===== src/rtl/psu_pkg.sv =====
// Package: types, codes and constants of the PNG scanline unfilter unit.
package psu_pkg;

   localparam int MAX_WIDTH_DEF = 4096;

   localparam int CSR_IDX_W  = 2;
   localparam int CSR_DATA_W = 16;
   localparam int ROW_WIDTH_W = 13;
   localparam int FRAME_HEIGHT_W = 16;
   localparam int BPP_W = 3;

   localparam logic [CSR_IDX_W-1:0] CSR_ROW_WIDTH       = 2'd0;
   localparam logic [CSR_IDX_W-1:0] CSR_FRAME_HEIGHT    = 2'd1;
   localparam logic [CSR_IDX_W-1:0] CSR_BYTES_PER_PIXEL = 2'd2;

   localparam logic [BPP_W-1:0] BPP_RGBA = 3'd4;

   localparam logic [2:0] FILT_NONE  = 3'd0;
   localparam logic [2:0] FILT_SUB   = 3'd1;
   localparam logic [2:0] FILT_UP    = 3'd2;
   localparam logic [2:0] FILT_AVG   = 3'd3;
   localparam logic [2:0] FILT_PAETH = 3'd4;

   localparam logic [1:0] CH_RED   = 2'd0;
   localparam logic [1:0] CH_BLUE  = 2'd2;
   localparam logic [1:0] CH_ALPHA = 2'd3;

   typedef struct packed {
      logic [7:0] data_byte;
      logic       frame_start;
   } req_type;

   typedef struct packed {
      logic [7:0] pixel_value;
      logic [1:0] channel;
      logic       end_of_row;
      logic       end_of_frame;
      logic       bad_filter;
   } rsp_type;

   typedef enum logic [1:0] {
      OP_PIX   = 2'd0,
      OP_CLEAR = 2'd1,
      OP_ERR   = 2'd2
   } op_kind_type;

   // One word handed from the sequencer to the reconstruction stage.
   typedef struct packed {
      op_kind_type kind;
      logic [7:0]  data;
      logic [1:0]  ch;
      logic [2:0]  filt;
      logic        first_row;
      logic        eor;
      logic        eof;
   } stage_type;

endpackage


===== src/rtl/psu_recon.sv =====
// Reconstruction stage: predictor (Sub/Up/Average/Paeth), neighbor registers, output register.
module psu_recon #(
   parameter int ADDR_W = $clog2(3 * psu_pkg::MAX_WIDTH_DEF)
) (
   input  logic               clock,
   input  logic               reset,
   input  logic               s1_valid,
   input  psu_pkg::stage_type s1_op,
   input  logic [ADDR_W-1:0]  s1_addr,
   output logic               s1_go,
   input  logic [7:0]         above_byte,
   output logic               wr_en,
   output logic [ADDR_W-1:0]  wr_addr,
   output logic [7:0]         wr_data,
   output logic               rsp_valid,
   input  logic               rsp_ready,
   output psu_pkg::rsp_type   rsp_data
);

   logic [2:0][7:0]  left_ff, left_in;
   logic [2:0][7:0]  ul_ff, ul_in;
   logic             out_valid_ff, out_valid_in;
   psu_pkg::rsp_type out_ff;
   psu_pkg::rsp_type out_in;

   logic              has_result, step;
   logic [7:0]        a, b, c, pred, recon;
   logic [8:0]        ab_sum;
   logic signed [9:0] da, db, dc;
   logic [9:0]        pa, pb, pc;

   assign has_result = s1_valid && (s1_op.kind != psu_pkg::OP_CLEAR);
   assign s1_go      = !has_result || !out_valid_ff || rsp_ready;
   assign step       = s1_valid && s1_go;

   always_comb begin
      a = left_ff[s1_op.ch];
      c = ul_ff[s1_op.ch];
      b = s1_op.first_row ? 8'd0 : above_byte;

      ab_sum = {1'b0, a} + {1'b0, b};
      da = $signed({2'b00, b}) - $signed({2'b00, c});
      db = $signed({2'b00, a}) - $signed({2'b00, c});
      dc = $signed({2'b00, a}) + $signed({2'b00, b}) - $signed({1'b0, c, 1'b0});
      pa = da[9] ? 10'(-da) : 10'(da);
      pb = db[9] ? 10'(-db) : 10'(db);
      pc = dc[9] ? 10'(-dc) : 10'(dc);

      case (s1_op.filt)
         psu_pkg::FILT_SUB: pred = a;
         psu_pkg::FILT_UP:  pred = b;
         psu_pkg::FILT_AVG: pred = ab_sum[8:1];
         psu_pkg::FILT_PAETH: begin
            if ((pa <= pb) && (pa <= pc)) begin
               pred = a;
            end else if (pb <= pc) begin
               pred = b;
            end else begin
               pred = c;
            end
         end
         default: pred = 8'd0;
      endcase
      recon = s1_op.data + pred;

      left_in = left_ff;
      ul_in   = ul_ff;
      out_in  = out_ff;
      wr_en   = 1'b0;

      if (step) begin
         case (s1_op.kind)
            psu_pkg::OP_PIX: begin
               wr_en                = 1'b1;
               left_in[s1_op.ch]    = recon;
               ul_in[s1_op.ch]      = b;
               out_in.pixel_value   = recon;
               out_in.channel       = s1_op.ch;
               out_in.end_of_row    = s1_op.eor;
               out_in.end_of_frame  = s1_op.eof;
               out_in.bad_filter    = 1'b0;
            end
            psu_pkg::OP_CLEAR: begin
               left_in = '0;
               ul_in   = '0;
            end
            psu_pkg::OP_ERR: begin
               out_in.pixel_value  = 8'd0;
               out_in.channel      = psu_pkg::CH_RED;
               out_in.end_of_row   = 1'b0;
               out_in.end_of_frame = 1'b0;
               out_in.bad_filter   = 1'b1;
            end
            default: begin
            end
         endcase
      end

      if (step && has_result) begin
         out_valid_in = 1'b1;
      end else if (rsp_ready) begin
         out_valid_in = 1'b0;
      end else begin
         out_valid_in = out_valid_ff;
      end
   end

   always_ff @(posedge clock) begin
      if (reset) begin
         out_valid_ff <= 1'b0;
         left_ff      <= '0;
         ul_ff        <= '0;
      end else begin
         out_valid_ff <= out_valid_in;
         left_ff      <= left_in;
         ul_ff        <= ul_in;
      end
   end

   always_ff @(posedge clock) begin
      out_ff <= out_in;
   end

   assign wr_addr   = s1_addr;
   assign wr_data   = recon;
   assign rsp_valid = out_valid_ff;
   assign rsp_data  = out_ff;

endmodule


===== config.mk =====
export PLATFORM = sky130hd
export DESIGN_NAME = psu_recon
export DESIGN_NICKNAME = d
export VERILOG_FILES = /design/src/rtl/psu_pkg.sv /design/src/rtl/psu_recon.sv
export SDC_FILE = /design/constraint.sdc
export NUM_CORES = 1
export LEC_CHECK = 0
export ABC_AREA = 1
export CAP_MARGIN = 5
export CORE_UTILIZATION = 30
export CTS_CLUSTER_SIZE = 24
export DETAILED_ROUTE_END_ITERATION = 8
export DONT_BUFFER_PORTS = 1
export GPL_TIMING_DRIVEN = 0
export PLACE_DENSITY = 0.45
export SLEW_MARGIN = 25
export SYNTH_ARGS = -nofsm -noshare
export SYNTH_HDL_FRONTEND = slang
export SYNTH_SLANG_ARGS = --single-unit

===== constraint.sdc =====
create_clock -name clock -period 12.8 [get_ports clock]
set_clock_uncertainty 0.2 [all_clocks]
set_input_delay 2.56 -clock clock [delete_from_list [all_inputs] [get_ports clock]]
set_output_delay 2.56 -clock clock [all_outputs]
set_load 0.05 [all_outputs]

# == After elaboration in Yosys (flattened, before gate mapping) ==
# Cells that the tools add are included.
# Widths: inputs -> output; s select.
# totals
register_bits,62
latchBits,0
ram_bits,0
rom_bits,0
inputBits,44
output_inout_bits,38
wordCells,70
mem_count,0
# op_classes
n_addsub,9
mul,0
div_mod_pow,0
n_lt_le_gt_ge,5
eq_ne,7
shifts,0
n_mux,22
n_bitwise,0
reduce_logical,15
# op_table
cell,n
$pmux 24 s2,2
$bwmux 24,2
$mux 8,6
$bmux 8 s2,2
$pmux 8 s4,1
$le 10x10->1,3
$mux 10,3
$pmux 13 s2,1
$neg 9->10,2
$add 8x8->9,2
$sub 8x8->9,2
$demux 8 s2,1
$neg 10->10,1
$sub 9x9->10,1
$add 8x8->8,1
$eq 3x2->1 const B,2
$reduce_bool 2->1,3
$logic_and 1x1->1,5
$mux 1,4
$reduce_and 2->1,2
$eq 3x1->1 const B,1
$eq 3x3->1 const B,1
$lt 2x3->1 const B,1
$eq 2x1->1 const B,1
other kinds (6),8

# == Depth between registers and ports, before layout ==
# depth
depth_word,13
ltp_mapped,49
depth_no_buf,47

# == Worst setup path after synthesis ==
# OpenSTA, ideal clock, no wires.
# synth_timing
path_type,input to output
startpoint,input s1_op[6] in the netlist's numbering
endpoint,output wr_data[7]
t_arrival_ns,8.761
setup_slack_ns,1.279
path_stages,40
n_path_buf,2
path_cell_list,inv_1 > nor2_1 > clkbuf_1 > a22oi_1 > and2_1 > fa_1 > inv_1 > ha_1 > a21oi_1 > nand3_1 > a21oi_1 > xor2_1 > nand3_1 > o21ai_0 > xnor2_1 > ha_1 > and3_1 > a21oi_1 > [... 4 more ...] > a211oi_1 > o21ai_1 > ha_1 > a21oi_1 > inv_1 > a31oi_1 > inv_1 > nand2_1 > nand2_1 > a21oi_1 > or2_2 > nand2_1 > a21oi_1 > xor2_1 > inv_1 > nand2_2 > nand2_1 > inv_1
# synth_via
elab_chain_len,11
# synth_rtl
element,line_no,text
"start, declared",psu_recon.sv:8,"input psu_pkg::stage_type s1_op,"
$bmux 8 s2,psu_recon.sv:37,a = left_ff[s1_op.ch];
$mux 8 (implied by the code),psu_recon.sv:37,
$add 8x8->9,"psu_recon.sv:41, psu_recon.sv:44",
$sub 9x9->10,psu_recon.sv:44,"dc = $signed({2'b00, a}) + $signed({2'b00, b}) - $signed({1'b0, c, 1'b0});"
$neg 10->10,psu_recon.sv:47,pc = dc[9] ? 10'(-dc) : 10'(dc);
$mux 10,psu_recon.sv:47,
"$le 10x10->1, on equally long branches","psu_recon.sv:56, psu_recon.sv:54",
$mux 8 / $logic_and 1x1->1 (equally long branches),"psu_recon.sv:56, psu_recon.sv:54",
$mux 8,psu_recon.sv:54,if ((pa <= pb) && (pa <= pc)) begin
$pmux 8 s4 *,psu_recon.sv:49,case (s1_op.filt)
$add 8x8->8 *,psu_recon.sv:64,recon = s1_op.data + pred;
"end, declared",psu_recon.sv:14,"output logic [7:0] wr_data,"
# Every way passes the cells marked *; elsewhere a longest branch is shown, timed or not. The select of a mux whose other input is x is not followed.

# == Worst setup path after layout ==
# Ends and elaborated chain as after synthesis.

==> flow_summary.json <==
{
  "drv_slew": 0,
  "hold_depth": 2,
  "drtIter0Drc": 281,
  "finalHoldViolCount": 0,
  "synth_top_family_by_area": "simple AND/OR/NAND/NOR gates",
  "ys_seq_area_frac": 0.223,
  "status": "finished, final reports clean",
  "grtUsageMet1": 0.255,
  "critical_path_class": "in2out",
  "yosys.area_share.simple": 0.281,
  "synth_area_um2": 6140,
  "antenna-diode-count": 0,
  "grt_pass1_wl_um": 29900,
  "synth.top_cells.by_count": "nand2_1, inv_1, a21oi_1",
  "io_buffers": 0,
  "synth_top_area_frac": 0.160,
  "drive_gt1_frac": 0.101,
  "fillers": 2192,
  "p_total_uw": 744,
  "drtAntennaViolNets": 0,
  "ys_async_sr_fraction": 0,
  "tritoncts": "done",
  "die_y_um": 145,
  "synth_cell_type_count": 48,
  "busiest_layer": "met2",
  "track_usage": 0.181,
  "drt_first_pass_iters": 5,
  "synth_area_per_cell_um2": 6.71,
  "period_share": 0.950,
  "dp_cells": 1185,
  "htree_num_levels": 3,
  "ys_ff_latch": 62,
  "power.density_nw_per_um2": 106,
  "antenna_found_initial": 0,
  "r2r_cells": 37,
  "crit_path_max_fanout": 10,
  "wl_per_cell_um": 15.6,
  "cts_buffers": 9,
  "fp.dieW_um": 145,
  "drc": 0,
  "pre_cts_ws_ns": -0.309,
  "critPathMaxStageDelay_ns": 0.51,
  "via_count": 5759,
  "cts.sinks": 62,
  "clk_latency_ns": 0.33,
  "wl_um": 18800,
  "min_period_ns": 12.16,
  "worstMarginPinSlew_ns": 0.985,
  "critPathLaunchType": "input port",
  "synthCells": 915,
  "use_met2": 0.296,
  "yosys.area.top_type": "dfxtp_1",
  "final_area_um2": 6990,
  "cts_root_buf": "clkbuf_16",
  "fp.coreArea_um2": 19800,
  "setup.worst_path.end_class": "primary output",
  "hold_class": "reg2reg",
  "grt_max_degree": 15,
  "gp_congestion": 0.839,
  "synth_compound_area_frac": 0.156,
  "placed_area_um2": 6530,
  "num_rows": 51,
  "grt_pass1_vias": 5535,
  "synthXorXnorAreaFrac": 0.0371,
  "die_area_um2": 21000,
  "cp_slowest_cell": "fa_1",
  "synthAdderAreaFrac": 0.178,
  "dp_hpwl_um": 15200,
  "maxCapViolations": 0,
  "fmax_mhz": 82.2,
  "critPathRequiredTime_ns": 10.04,
  "p_leak_uw": 0.00335,
  "synth-main-ff-cell": "dfxtp_1",
  "synth-warning-count": 0,
  "cts_buffer_depth": 2,
  "grtUsageMet3": 0.0167,
  "final_nets": 1061,
  "via_per_inst": 4.78,
  "clk_pin_slew_ns": 0.05,
  "relSlewSlack": 0.341,
  "worst_slack_ns": 0.639,
  "synthTopCellsByArea": "dfxtp_1, nand2_1, ha_1",
  "vdd_drop_max_mv": 0.0807,
  "start_util": 0.310,
  "grt-ovfl-total": 0,
  "crit_arrival_ns": 9.40,
  "rsz0062_at_grt": "no",
  "synth.area.mux_share": 0,
  "synth_edf_count": 13,
  "synth_most_common_cell": "nand2_1",
  "io_pins": 82,
  "stdcell_count": 1206,
  "setup_viol": 0,
  "syn2layout_area_growth_pct": 13.8
}
==> metal layers <==
| metal | share of wire | up-vias |
|---|---|---|
| li1 | - | 3004 |
| met1 | 0.51 | 2643 |
| met2 | 0.45 | 96 |
| met3 | 0.026 | 16 |
| met4 | 0.015 | 0 |
| met5 | 0 | - |
==> cell usage in the layout (no fill, tap or decap), types with 14 or more instances in the layout <==
master / count
a22oi_1: 15
ha_1: 68
dfxtp_1: 49
clkbuf_1: 14
nand2_1: 242
xor2_1: 15
nand3_1: 36
o21ai_0: 17
a21oi_1: 86
inv_1: 142
buf_4: 21
nor2_1: 51
==> registers in the layout, indices dropped and copies added (netlist names) <==
name and cells:
left_ff 24, rsp_data 13, rsp_valid 1, ul_ff 24
==> worst paths after layout <==
| check | startpoint | to | slack (ns) |
|---|---|---|---|
| worst max register to register | ul_ff[4] | left_ff[15] | 5.69 |
| worst min register to register | left_ff[19] | left_ff[19] | 0.26 |
| worst min-delay path | left_ff[19] | left_ff[19] | 0.26 |
| worst max-delay path | s1_op[6] | wr_data[7] | 0.64 |
==> cell families (layout without fill, tap and decap cells) <==
kind of cell    count (synthesis)  count (layout)
compound gates                161             161
xor+xnor                       26              26
fa+ha+maj                      81              81
buf+inv                       182             206
flops                          62              62
other cells                     2               4
simple gates                  401             401
==> per-stage QoR <==
step / util / hold WS [ns] / setup TNS (ns)
after floorplan: - / 0.245 / 0
after global placement: 0.328 / 0.255 / -0.260
after detailed placement: 0.330 / 0.255 / -0.309
after CTS: 0.345 / 0.263 / 0
after global routing: 0.353 / 0.278 / 0
final: 0.353 / 0.263 / 0
==> report_power, final <==
| part | leakage, uW | internal [uW] | switching [uW] |
|---|---|---|---|
| clock network | 0.000135 | 149 | 86.2 |
| logic | 0.00269 | 95.6 | 195 |
| registers | 0.000519 | 206 | 11.9 |
| total | 0.00335 | 450 | 294 |
==> worst max-delay path: cells and delay by family <==
kind	cells	cell delay [ns]
xor+xnor	2	0.47
fa+ha+maj	4	1.49
compound gates	9	1.69
simple gates	18	2.15
buf+inv	7	1.00
==> cell type report <==
cell class                 count  area (um^2)  area share
multi-input combinational    673         4170       0.596
sequential                    62         1370       0.196
inverter                     150          567      0.0811
tap                          265          332      0.0474
clock buffer                  11          233      0.0333
buffer                        32          199      0.0285
timing repair buffer           8         70.1      0.0100
clock inverter                 5         50.0     0.00716
==> what timing repair did <==
| item | CTS | global route |
|---|---|---|
| resized for setup | 9 | 29 |
| pin swaps | 0 | 5 |
| endpoints found under the setup margin | 1 | 2 |
| buffers inserted | 0 | 5 |
| hold buffers | 0 | 0 |
Note: power is estimated with default switching activity, not from simulation.
