### config.mk
export PLATFORM = sky130hd
export DESIGN_NAME = psu_ctrl
export DESIGN_NICKNAME = d
export VERILOG_FILES = /design/src/rtl/psu_pkg.sv /design/src/rtl/psu_ctrl.sv
export SDC_FILE = /design/constraint.sdc
export NUM_CORES = 1
export LEC_CHECK = 0
export BUFFER_PORTS_ARGS = -buffer_cell sky130_fd_sc_hd__buf_2
export CAP_MARGIN = 20
export CORE_AREA = 8 8 109 111
export CTS_CLUSTER_SIZE = 40
export DETAILED_ROUTE_END_ITERATION = 8
export DIE_AREA = 0 0 117 119
export GPL_TIMING_DRIVEN = 0
export PLACE_DENSITY = 0.77
export SLEW_MARGIN = 25
export SYNTH_ARGS = -nofsm -noshare
export SYNTH_HDL_FRONTEND = slang
export SYNTH_SLANG_ARGS = --single-unit
### constraint.sdc
create_clock -name clock -period 5.1 [get_ports clock]
set_input_delay 1.02 -clock clock [delete_from_list [all_inputs] [get_ports clock]]
set_output_delay 1.02 -clock clock [all_outputs]
set_load 0.005 [all_outputs]
### src/rtl/psu_pkg.sv
// Package: types, codes and constants of the PNG scanline unfilter unit.
package psu_pkg;

   localparam int MAX_WIDTH_DEF = 4096;

   localparam int CSR_IDX_W  = 2;
   localparam int CSR_DATA_W = 16;
   localparam int ROW_WIDTH_W = 13;
   localparam int FRAME_HEIGHT_W = 16;
   localparam int BPP_W = 3;

   localparam logic [CSR_IDX_W-1:0] CSR_ROW_WIDTH       = 2'd0;
   localparam logic [CSR_IDX_W-1:0] CSR_FRAME_HEIGHT    = 2'd1;
   localparam logic [CSR_IDX_W-1:0] CSR_BYTES_PER_PIXEL = 2'd2;

   localparam logic [BPP_W-1:0] BPP_RGBA = 3'd4;

   localparam logic [2:0] FILT_NONE  = 3'd0;
   localparam logic [2:0] FILT_SUB   = 3'd1;
   localparam logic [2:0] FILT_UP    = 3'd2;
   localparam logic [2:0] FILT_AVG   = 3'd3;
   localparam logic [2:0] FILT_PAETH = 3'd4;

   localparam logic [1:0] CH_RED   = 2'd0;
   localparam logic [1:0] CH_BLUE  = 2'd2;
   localparam logic [1:0] CH_ALPHA = 2'd3;

   typedef struct packed {
      logic [7:0] data_byte;
      logic       frame_start;
   } req_type;

   typedef struct packed {
      logic [7:0] pixel_value;
      logic [1:0] channel;
      logic       end_of_row;
      logic       end_of_frame;
      logic       bad_filter;
   } rsp_type;

   typedef enum logic [1:0] {
      OP_PIX   = 2'd0,
      OP_CLEAR = 2'd1,
      OP_ERR   = 2'd2
   } op_kind_type;

   // One word handed from the sequencer to the reconstruction stage.
   typedef struct packed {
      op_kind_type kind;
      logic [7:0]  data;
      logic [1:0]  ch;
      logic [2:0]  filt;
      logic        first_row;
      logic        eor;
      logic        eof;
   } stage_type;

endpackage

### src/rtl/psu_ctrl.sv
// Sequencer: config registers, row/column/byte counters, filter byte decode, line store read.
module psu_ctrl #(
   parameter int MAX_WIDTH = psu_pkg::MAX_WIDTH_DEF,
   parameter int ADDR_W    = $clog2(3 * psu_pkg::MAX_WIDTH_DEF)
) (
   input  logic                           clock,
   input  logic                           reset,
   input  logic                           req_valid,
   output logic                           req_ready,
   input  psu_pkg::req_type               req_data,
   input  logic                           csr_wr_en,
   input  logic [psu_pkg::CSR_IDX_W-1:0]  csr_index,
   input  logic [psu_pkg::CSR_DATA_W-1:0] csr_wdata,
   input  logic                           s1_go,
   output logic                           s1_valid,
   output psu_pkg::stage_type             s1_op,
   output logic [ADDR_W-1:0]              s1_addr,
   output logic                           rd_en,
   output logic [ADDR_W-1:0]              rd_addr
);

   localparam int COL_W = (MAX_WIDTH > 1) ? $clog2(MAX_WIDTH) : 1;
   localparam int CMP_W = ((COL_W > psu_pkg::ROW_WIDTH_W) ? COL_W : psu_pkg::ROW_WIDTH_W) + 1;
   localparam int ROW_W = psu_pkg::FRAME_HEIGHT_W;

   logic [psu_pkg::ROW_WIDTH_W-1:0]    row_width_ff;
   logic [psu_pkg::FRAME_HEIGHT_W-1:0] frame_height_ff;
   logic [psu_pkg::BPP_W-1:0]          bpp_ff;

   logic [COL_W-1:0] col_ff, col_in;
   logic [1:0]       bip_ff, bip_in;
   logic [ROW_W-1:0] row_ff, row_in;
   logic [2:0]       filt_ff, filt_in;
   logic             expect_ff, expect_in;
   logic             halted_ff, halted_in;

   logic                s1_valid_ff, s1_valid_in;
   psu_pkg::stage_type  s1_op_ff;
   logic [ADDR_W-1:0]   s1_addr_ff;

   logic               req_accept;
   logic               halted_e, expect_e;
   logic [ROW_W-1:0]   row_e;
   logic               last_col, last_row, last_byte;
   logic               op_valid;
   psu_pkg::stage_type op;
   logic [ADDR_W-1:0]  addr;

   assign req_ready  = !s1_valid_ff || s1_go;
   assign req_accept = req_valid && req_ready;

   always_comb begin
      halted_e = req_data.frame_start ? 1'b0 : halted_ff;
      expect_e = req_data.frame_start ? 1'b1 : expect_ff;
      row_e    = req_data.frame_start ? '0 : row_ff;

      last_col = ({{(CMP_W-COL_W){1'b0}}, col_ff} + CMP_W'(1)
                  >= {{(CMP_W-psu_pkg::ROW_WIDTH_W){1'b0}}, row_width_ff})
                 || (col_ff == COL_W'(MAX_WIDTH - 1));
      last_row = ({1'b0, row_e} + (ROW_W+1)'(1)) >= {1'b0, frame_height_ff};
      last_byte = (bip_ff == psu_pkg::CH_ALPHA)
                  || ((bpp_ff != psu_pkg::BPP_RGBA) && (bip_ff == psu_pkg::CH_BLUE));

      addr = (ADDR_W'(col_ff) << 1) + ADDR_W'(col_ff) + ADDR_W'(bip_ff);

      halted_in = halted_ff;
      expect_in = expect_ff;
      row_in    = row_ff;
      col_in    = col_ff;
      bip_in    = bip_ff;
      filt_in   = filt_ff;

      op_valid     = 1'b0;
      op.kind      = psu_pkg::OP_PIX;
      op.data      = req_data.data_byte;
      op.ch        = bip_ff;
      op.filt      = filt_ff;
      op.first_row = (row_e == '0);
      op.eor       = 1'b0;
      op.eof       = 1'b0;

      if (req_accept) begin
         halted_in = halted_e;
         expect_in = expect_e;
         row_in    = row_e;
         if (!halted_e) begin
            if (expect_e) begin
               op_valid = 1'b1;
               if (req_data.data_byte > {5'd0, psu_pkg::FILT_PAETH}) begin
                  op.kind   = psu_pkg::OP_ERR;
                  halted_in = 1'b1;
               end else begin
                  op.kind   = psu_pkg::OP_CLEAR;
                  filt_in   = req_data.data_byte[2:0];
                  expect_in = 1'b0;
                  col_in    = '0;
                  bip_in    = '0;
               end
            end else begin
               if (bip_ff != psu_pkg::CH_ALPHA) begin
                  op_valid = 1'b1;
                  op.eor   = (bip_ff == psu_pkg::CH_BLUE) && last_col;
                  op.eof   = (bip_ff == psu_pkg::CH_BLUE) && last_col && last_row;
               end
               if (last_byte) begin
                  bip_in = '0;
                  if (last_col) begin
                     col_in    = '0;
                     expect_in = 1'b1;
                     row_in    = last_row ? '0 : row_e + ROW_W'(1);
                  end else begin
                     col_in = col_ff + COL_W'(1);
                  end
               end else begin
                  bip_in = bip_ff + 2'd1;
               end
            end
         end
      end

      if (req_accept) begin
         s1_valid_in = op_valid;
      end else if (s1_go) begin
         s1_valid_in = 1'b0;
      end else begin
         s1_valid_in = s1_valid_ff;
      end
   end

   assign rd_en   = req_accept && op_valid && (op.kind == psu_pkg::OP_PIX);
   assign rd_addr = addr;

   always_ff @(posedge clock) begin
      if (reset) begin
         row_width_ff    <= psu_pkg::ROW_WIDTH_W'(1);
         frame_height_ff <= psu_pkg::FRAME_HEIGHT_W'(1);
         bpp_ff          <= psu_pkg::BPP_W'(3);
         col_ff          <= '0;
         bip_ff          <= '0;
         row_ff          <= '0;
         filt_ff         <= psu_pkg::FILT_NONE;
         expect_ff       <= 1'b1;
         halted_ff       <= 1'b0;
         s1_valid_ff     <= 1'b0;
      end else begin
         if (csr_wr_en) begin
            case (csr_index)
               psu_pkg::CSR_ROW_WIDTH: begin
                  row_width_ff <= csr_wdata[psu_pkg::ROW_WIDTH_W-1:0];
               end
               psu_pkg::CSR_FRAME_HEIGHT: begin
                  frame_height_ff <= csr_wdata[psu_pkg::FRAME_HEIGHT_W-1:0];
               end
               psu_pkg::CSR_BYTES_PER_PIXEL: begin
                  bpp_ff <= csr_wdata[psu_pkg::BPP_W-1:0];
               end
               default: begin
               end
            endcase
         end
         col_ff      <= col_in;
         bip_ff      <= bip_in;
         row_ff      <= row_in;
         filt_ff     <= filt_in;
         expect_ff   <= expect_in;
         halted_ff   <= halted_in;
         s1_valid_ff <= s1_valid_in;
      end
   end

   always_ff @(posedge clock) begin
      if (req_accept) begin
         s1_op_ff   <= op;
         s1_addr_ff <= addr;
      end
   end

   assign s1_valid = s1_valid_ff;
   assign s1_op    = s1_op_ff;
   assign s1_addr  = s1_addr_ff;

endmodule

# Word level (Yosys, flattened, before mapping)
# Index checks and enable logic that the tools add are counted.
# totals
reg_bits	100
latch_bits	0
ramBits	0
romBits	0
input_bits	32
out_inout_bits	49
word_cells	93
mem_count	0
# classes
add_sub_neg	7
mul	0
div_mod_pow	0
magnitude_cmp	3
n_eq_ne	8
n_shift	0
muxes	32
bitwise_logic	3
n_reduce_logical	22
# ops
cell	n
two-way mux 16 bit	6
two-way mux 12 bit	4
adder 16 x 1 -> 17 bit (second input constant)	1
greater-or-equal comparator 17 x 16 -> 1 bit	1
adder 16 x 1 -> 16 bit (second input constant)	1
logical NOT 16 bit	1
two-way mux 1 bit	15
adder 13 x 12 -> 14 bit	1
adder 14 x 2 -> 14 bit	1
two-way mux 2 bit	7
adder 12 x 1 -> 13 bit (second input constant)	1
greater-or-equal comparator 13 bit	1
adder 12 x 1 -> 12 bit (second input constant)	1
equality test 12 bit (second input constant)	1
> comparator 8 x 3 -> 1 bit (second input constant)	1
AND reduction 4 bit	2
equality test 2 bit (second input constant)	3
logical AND 1 bit	6
AND reduction 2 bit	3
logical NOT 2 bit	2
inequality test 2 bit (second input constant)	2
nonzero test 2 bit	2
logical OR 1 bit	3
inequality test 3 bit (second input constant)	1
6 further kinds	8

# Logic depth before layout (Yosys ltp)
# Gate-level depths: netlist (run 1).
# logic_depth
ltp_word	8
depth_mapped	16
mapped_depth_nobuf	14

# Worst setup path after synthesis (run 1)
# No wires, ideal clock.
# synth_path
path_kind	in2reg
start	input port req_data[0] (netlist bit)
end	register row_ff[15]
setup_time_ns	0.060
t_arrival_ns	4.265
required_time_ns	5.040
setup_slack_ns	0.775
path_stages	15
path_buffers	2
path_cell_list	buf_2 -> clkbuf_1 -> nor2b_1 -> ha_1 -> nand3_4 -> nor4_2 -> nand3_2 -> xnor2_1 -> ha_1 -> a211oi_1 -> o21ai_0 -> o31ai_1 -> nand2_1 -> nor4_4 -> a22o_1
# synth_between
elab_chain_len	8
word_cells_on_any_way	11
classes_between	add/sub (2); order compare (1); mux (8)
# synth_rtl
element	line	source
start, declared	psu_ctrl.sv:10	input psu_pkg::req_type req_data,
two-way mux 16 bit	psu_ctrl.sv:55	row_e = req_data.frame_start ? '0 : row_ff;
adder 16 x 1 -> 17 bit	psu_ctrl.sv:60	last_row = ({1'b0, row_e} + (ROW_W+1)'(1)) >= {1'b0, frame_height_ff};
greater-or-equal comparator 17 x 16 -> 1 bit	psu_ctrl.sv:60	
two-way mux 16 bit	psu_ctrl.sv:110	row_in = last_row ? '0 : row_e + ROW_W'(1);
two-way mux 16 bit	psu_ctrl.sv:107	if (last_col) begin
two-way mux 16 bit	psu_ctrl.sv:105	if (last_byte) begin
two-way mux 16 bit	psu_ctrl.sv:87	if (expect_e) begin
two-way mux 16 bit *	psu_ctrl.sv:86	if (!halted_e) begin
end signal, assigned	psu_ctrl.sv:163	row_ff <= row_in;
end, declared	psu_ctrl.sv:32	logic [ROW_W-1:0] row_ff, row_in;
# Every way passes the cells marked *; elsewhere a longest branch is shown, timed or not.
# A chain may end at the register's enable or synchronous reset.

# Worst setup path in the final report (run 1)
# layout_path
start	input port req_data[0] (netlist bit)
end	register row_ff[11]
# The elaborated chain is that of the path after synthesis.

==> impl_metrics.json, run 1 <==
{
  "cts_tree": "yes",
  "reg2reg_depth": 14,
  "portBuffers": 80,
  "path_buf_inv": 4,
  "io_pins": 81,
  "yosysTopAreaCellShare_pct": 23.7,
  "hold_start": "filt_ff[2]$_SDFFE_PP0P_",
  "ant_nets": 0,
  "max_freq_ghz": 0.208,
  "diodes": 0,
  "antenna_found_initial": 0,
  "crit_start": "req_data[0]",
  "vdd_ir_drop_max_v": 0.000125,
  "setup_viol": 0,
  "rrSetupSlack_ps": 1150,
  "yosysSeqAreaShare_pct": 40.4,
  "min_to": "s1_op[5]$_DFFE_PP_",
  "p_total_mw": 1.55,
  "crit_path_start_kind": "input pin",
  "final_core_util_pct": 65.1,
  "initial_core_util_pct": 57.0,
  "fp.coreArea_sq_um": 10100,
  "rsz0062_at_grt": "false",
  "cp_top_family": "simple AND/OR/NAND/NOR gates",
  "drc_errors": 0,
  "synth.avg_cell_area_sq_um": 9.27,
  "hold_viol_final": 0,
  "netlist_instances": 621,
  "p_per_area_nw_per_um2": 237,
  "ys_types": 72,
  "worstHoldPathType": "flop to flop",
  "async_reset_ff_share_pct": 0,
  "grt_overflow": 0,
  "crit_chain": "buf_2 -> buf_2 -> clkbuf_1 -> nor2b_2 -> ha_1 -> nand3_4 -> nor4_4 -> nand3_2 -> xnor2_1 -> ha_1 -> a211oi_1 -> o21ai_0 -> o31ai_2 -> nand2_2 -> nor4_4 -> buf_4 -> a32o_1",
  "drv_cap": 0,
  "grt_pass1_vias": 4827,
  "internal_power_mw": 1.15,
  "critPathCaptureType": "flop",
  "clock-sinks": 100,
  "clockBufferDepth": 2,
  "drive_gt1_share_pct": 17.8,
  "dpl.hpwl_um": 10800,
  "place_congestion": 0.859,
  "viasPerCell": 5.59,
  "firstDrtPassIters": 5,
  "crit_fanout": 10,
  "cts-root-buf": "clkbuf_8",
  "crit_arrival_ps": 5110,
  "crit_type": "input pin to flop",
  "synth-edff-count": 32,
  "p_sw_share_pct": 26.1,
  "clock_skew_ps": 16.6,
  "drt_iter0_markers": 236,
  "wirelength_um": 13800,
  "ys_warn_count": 0,
  "cts_htree_levels": 3,
  "placementRows": 37,
  "vias": 4771,
  "run_status": "completed",
  "synthesis.area_sq_um": 5750,
  "grt_pass1_wl_um": 23000,
  "synth_ff_type": "dfxtp_1",
  "power.switching_mw": 0.405,
  "ys_ff_latch": 100,
  "slew_violations": 0,
  "fin_crit_sh_pct": 94.3,
  "die_y_um": 119,
  "min_delay_path_depth": 0,
  "design.die.area_sq_um": 13900,
  "tightest_slew_ps": 710,
  "die_w_um": 117,
  "area_delta_synth_final_pct": 14.1,
  "seqPwrFrac_pct": 54.8,
  "period_needed_ps": 4810,
  "final_nets": 805,
  "grt_start_max_net_pins": 38,
  "grt_usage_pct": 20.3,
  "critical_path.max_stage_delay_ps": 420,
  "clkTransAtPathRegs_ps": 100,
  "cts_buffers": 9,
  "cp.required_ps": 5410,
  "relSlewSlack_pct": 52.6,
  "worstReg2RegEnd": "row_ff[11]$_SDFFE_PP0P_",
  "synth_top_area_cell": "dfxtp_1",
  "syn-num-nets": 713,
  "fillCellCount": 876,
  "power.clock.fraction_pct": 35.4,
  "r2r-start": "row_ff[0]$_SDFFE_PP0P_",
  "p_leak_nw": 2.77,
  "synth_area_leaders": "dfxtp_1 (24%), edfxtp_1 (17%), ha_1 (13%)",
  "p_comb_share_pct": 9.8,
  "crit_slowest_cell": "nor4_4",
  "wl_per_cell_um": 16.1,
  "insertion_delay_ps": 370
}
power groups by stage:
stage / registers [mW] / logic [mW] / clock network [mW]
detailed placement: 0.871 / 0.150 / 0
global placement: 0.870 / 0.146 / 0
CTS: 0.852 / 0.152 / 0.558
global route: 0.855 / 0.168 / 0.593
floorplan: 0.871 / 0.0887 / 0
finish: 0.852 / 0.152 / 0.549
synth_stat cells, types with 9 or more instances:
cell and number:
a21oi_1 50, a32o_1 14, clkbuf_1 11, dfxtp_1 68, edfxtp_1 32, ha_1 58
inv_1 44, nand2_1 93, nand3_1 22, nor2_1 36, nor2b_1 12, nor3_1 12
o21ai_0 13, xnor2_1 24, xor2_1 9
registers in the layout, indices dropped and copies added (netlist names), 2 cells and up:
| name | cells |
|---|---|
| bip_ff | 2 |
| bpp_ff | 3 |
| col_ff | 12 |
| filt_ff | 3 |
| frame_height_ff | 16 |
| row_ff | 16 |
| row_width_ff | 13 |
| s1_addr | 14 |
| s1_op | 18 |
repair_timing:
action / in CTS / in global routing
hold buffers: 0 / 0
resized for setup: 1 / 3
buffers inserted: 1 / 0
pin swaps: 1 / 0
setup endpoints to repair: 8 / 13
worst max-delay path by stage:
stage	cells past startpoint	slack [ps]	endpoint
6_report	17	290	row_ff[11]$_SDFFE_PP0P_
5_1_grt	17	80	row_ff[11]$_SDFFE_PP0P_
4_1_cts	17	50	row_ff[11]$_SDFFE_PP0P_
2_1_floorplan	15	770	row_ff[15]$_SDFFE_PP0P_
3_5_place_dp	16	-400	row_ff[11]$_SDFFE_PP0P_
3_3_place_gp	16	-270	row_ff[7]$_SDFFE_PP0P_
cell type report:
type / count / area [sq um] / area share [%]
Buffer: 16 / 62.6 / 0.953
Clock buffer: 10 / 138 / 2.10
Clock inverter: 6 / 78.8 / 1.20
Inverter: 44 / 165 / 2.51
Multi-Input combinational cell: 461 / 3220 / 49.1
Sequential cell: 100 / 2320 / 35.4
Tap cell: 136 / 170 / 2.59
Timing Repair Buffer: 81 / 408 / 6.21
cell usage in the layout (no fill, tap or decap), types with 4 or more instances in the layout:
cell type  instances
a211oi_1           4
a21o_1             4
a21oi_1           50
a22o_1             5
a31oi_1            5
a32o_1            14
and3_1             6
buf_2             82
clkbuf_1          11
clkbuf_8          10
dfxtp_1           68
edfxtp_1          32
ha_1              58
inv_1             43
mux2i_1            6
nand2_1           92
nand3_1           22
nand4_1            4
nor2_1            36
nor2b_1           11
nor3_1            12
nor3b_1            5
nor4_1             4
o211ai_1           4
o21ai_0           13
o31ai_1            5
xnor2_1           24
xor2_1             9
logic make-up (layout without fill, tap and decap cells):
family | after synthesis | after routing | share of synthesized area, %
AND/OR/NAND/NOR | 232 | 232 | 20.9
AO/OA/AOI/OAI | 130 | 130 | 15.4
flip-flops | 100 | 100 | 40.4
adder cells (fa/ha/maj) | 60 | 60 | 13.3
buffers and inverters | 60 | 157 | 3.96
XOR/XNOR | 33 | 33 | 5.02
multiplexers | 6 | 6 | 1.04
stage by stage:
step	setup WS, ps	hold slack [ps]	setup TNS [ps]	cell area, sq um	instances
5_1_grt	77.5	454	0	6570	854
3_3_place_gp	-268	416	-2630	6320	837
6_report	292	439	0	6570	854
3_5_place_dp	-395	420	-4420	6320	837
4_1_cts	47.9	446	0	6550	854
2_1_floorplan	775	408	0	5750	621
routing by layer:
layer	track usage [%]	part of all wire, %	up-vias
met3	3.08	6.7	16
met2	34.0	47	146
met1	26.1	45	2198
met5	0	0	-
li1	-	-	2411
met4	6.33	1.4	0
(Power assumes the default switching activity.)
==> run 2, diff against run 1 <==
--- a/config.mk
+++ b/config.mk
@@ -5,14 +5,15 @@
 export SDC_FILE = /design/constraint.sdc
 export NUM_CORES = 1
 export LEC_CHECK = 0
+export ABC_AREA = 1
 export BUFFER_PORTS_ARGS = -buffer_cell sky130_fd_sc_hd__buf_2
 export CAP_MARGIN = 20
-export CORE_AREA = 8 8 109 111
+export CORE_AREA = 8 8 111 113
 export CTS_CLUSTER_SIZE = 40
 export DETAILED_ROUTE_END_ITERATION = 8
-export DIE_AREA = 0 0 117 119
+export DIE_AREA = 0 0 119 121
 export GPL_TIMING_DRIVEN = 0
-export PLACE_DENSITY = 0.77
+export PLACE_DENSITY = 0.78
 export SLEW_MARGIN = 25
 export SYNTH_ARGS = -nofsm -noshare
 export SYNTH_HDL_FRONTEND = slang
==> run 2 against run 1 <==
  * Area after synthesis grew 6.3%
  * Core utilization shrank 0.17 points
  * Critical path depth grew 5
  * Fmax grew 15%
  * Total power grew 4.5%
  * Register-to-register slack gained 360 ps
  * Final area grew 4.8%
  * Setup slack gained 630 ps
  * Wire length grew 9.6%
  * First-iteration DRC count grew 50%
  * Clock skew shrank 1.4 ps
==> impl_metrics.json, run 2 <==
{
  "run_status": "completed",
  "netlist_instances": 811,
  "rsz0062_at_grt": "false",
  "wl_met1_um": 6730,
  "vdd_ir_drop_max_v": 0.000137,
  "firstDrtPassIters": 7,
  "synth-edff-count": 32,
  "cts_buffers": 9,
  "ys_ff_latch": 100,
  "fillCellCount": 1012,
  "grt_usage_pct": 21.3,
  "crit_type": "input pin to flop",
  "io_pins": 81,
  "ys_warn_count": 0,
  "worstHoldPathType": "flop to flop",
  "insertion_delay_ps": 380,
  "synthTopCellsByCount": "nand2_1 (154), inv_1 (114), a21oi_1 (97)",
  "relSlewSlack_pct": 47.8,
  "drc_errors": 0,
  "synth.avg_cell_area_sq_um": 7.54,
  "p_leak_nw": 3.24,
  "drt_iter0_markers": 353,
  "fp.coreArea_sq_um": 10600,
  "r2r-start": "row_ff[0]$_SDFFE_PP0P_",
  "synth_ff_type": "dfxtp_1",
  "reg2reg_depth": 21,
  "period_needed_ps": 4170,
  "grt_start_max_net_pins": 38,
  "critPathCaptureType": "flop",
  "hold_start": "filt_ff[1]$_SDFFE_PP0P_",
  "diodes": 0,
  "ant_nets": 0,
  "antenna_found_initial": 0,
  "yosysTopAreaCellShare_pct": 22.3,
  "crit_fanout": 10,
  "dpl.hpwl_um": 11800,
  "wl_met3_um": 1040,
  "seq_area_sq_um": 2320,
  "mostFrequentLayoutCells": "nand2_1 (154), inv_1 (113), a21oi_1 (97)",
  "die_y_um": 121,
  "hold_buffers": 0,
  "wirelength_um": 15100,
  "largest_reg_flops": 18,
  "drive_gt1_share_pct": 13.7,
  "syn-num-nets": 903,
  "cts_tree": "yes",
  "cts_htree_levels": 3,
  "synth_area_leaders": "dfxtp_1 (22%), edfxtp_1 (16%), ha_1 (12%)",
  "cp.required_ps": 5410,
  "place_congestion": 0.925,
  "crit_path_start_kind": "input pin",
  "grt_pass1_vias": 5382,
  "final_common_cell": "nand2_1",
  "rrSetupSlack_ps": 1510,
  "tightest_slew_ps": 783,
  "crit_chain": "buf_2 -> buf_6 -> nor2_1 -> ha_1 -> nand2_2 -> nor2_2 -> nand3_1 -> xor2_1 -> inv_1 -> ha_1 -> a21oi_1 -> nor2_1 -> nor3b_1 -> nand2_1 -> nand2_1 -> nand2_1 -> nand2_1 -> buf_1 -> nand3_1 -> nand2_1 -> nand2_1 -> a21oi_1",
  "crit_arrival_ps": 4490,
  "synth_top_area_cell": "dfxtp_1",
  "setup_viol": 0,
  "clockBufferDepth": 2,
  "placementRows": 38,
  "cts_resized": 0,
  "clock-sinks": 100,
  "die_w_um": 119,
  "wl_per_cell_um": 14.4,
  "hold_viol_final": 0,
  "final_nets": 994,
  "design.die.area_sq_um": 14400,
  "worstReg2RegEnd": "row_ff[6]$_SDFFE_PP0P_",
  "initial_core_util_pct": 57.7,
  "drv_cap": 0,
  "async_reset_ff_share_pct": 0,
  "vias": 5616,
  "hold_slack_ps": 444,
  "cts_setup_buffers": 0,
  "clkTransAtPathRegs_ps": 110,
  "top_layer": "met4",
  "ys_types": 40,
  "wl_met2_um": 6950,
  "tns_ps": 0,
  "min_delay_path_depth": 0,
  "slew_violations": 0,
  "yosysSeqAreaShare_pct": 38.0,
  "critical_path.max_stage_delay_ps": 440,
  "max_freq_ghz": 0.240,
  "viasPerCell": 5.36,
  "area_delta_synth_final_pct": 12.5,
  "synthesis.area_sq_um": 6120,
  "grt_pass1_wl_um": 25200,
  "min_to": "s1_op[4]$_DFFE_PP_",
  "synth_most_common_cell": "nand2_1",
  "clock_skew_ps": 15.2,
  "crit_slowest_cell": "buf_1",
  "cts-root-buf": "clkbuf_8",
  "multi_input_area_sq_um": 3240,
  "grt_overflow": 0,
  "portBuffers": 80,
  "fin_crit_sh_pct": 81.9,
  "p_per_area_nw_per_um2": 236,
  "timing.critical_path.mode_cell": "nand2_1"
}
run 2: worst max path at each step:
| stage | slack, ps | from | depth (start not counted) | to |
|---|---|---|---|---|
| 2_1_floorplan | 1500 | req_data[0] | 22 | row_ff[15]$_SDFFE_PP0P_ |
| 3_3_place_gp | 620 | req_data[0] | 22 | row_ff[8]$_SDFFE_PP0P_ |
| 3_5_place_dp | 610 | req_data[0] | 22 | row_ff[8]$_SDFFE_PP0P_ |
| 4_1_cts | 990 | col_ff[0]$_SDFFE_PP0P_ | 12 | rd_addr[13] |
| 5_1_grt | 480 | req_data[0] | 22 | row_ff[6]$_SDFFE_PP0P_ |
| 6_report | 930 | req_data[0] | 22 | row_ff[6]$_SDFFE_PP0P_ |
run 2: routing by layer:
| layer | vias to the layer above | track usage [%] |
|---|---|---|
| met5 | - | 0 |
| met4 | 0 | 8.70 |
| met3 | 32 | 4.42 |
| met2 | 193 | 35.2 |
| met1 | 2538 | 26.6 |
| li1 | 2853 | - |
run 2: critical path, delay by kind of cell:
family                   cells  cell delay [ps]
AND/OR/NAND/NOR             13             1570
buffers and inverters        4              850
adder cells (fa/ha/maj)      2              540
AO/OA/AOI/OAI                2              250
XOR/XNOR                     1              240
run 2: where the power goes:
| group | switching (mW) | internal [mW] |
|---|---|---|
| sequential | 0.0110 | 0.855 |
| clock | 0.288 | 0.228 |
| combinational | 0.165 | 0.0760 |
| total | 0.465 | 1.16 |
run 2: cell families after synthesis:
group	Yosys count	share of synthesized area, %
AOI/OAI and AO/OA	164	14.1
buffers and inverters	144	9.12
DFF	100	38.0
and+or+nand+nor	318	22.7
xor gates and xnor gates	25	3.58
adders and majority gates	60	12.5
run 2: area by class of cell:
| type | instances | area share [%] |
|---|---|---|
| flip-flops and latches | 100 | 33.7 |
| well taps | 140 | 2.55 |
| inverters | 122 | 6.65 |
| plain buffers | 22 | 1.45 |
| clock buffers | 10 | 1.85 |
| repair buffers | 80 | 5.82 |
| clock inverters | 6 | 0.891 |
| multi-input cells | 567 | 47.0 |
run 2: stage by stage:
step	power, mW	setup slack, ps	util (%)	instance area, sq um	cells
after CTS	1.63	987	64.9	6880	1047
after global placement	1.12	623	63.1	6690	1031
after detailed placement	1.12	614	63.1	6690	1031
final	1.62	925	64.9	6880	1047
after floorplan	1.03	1500	-	6120	811
after global routing	1.69	484	64.9	6880	1047
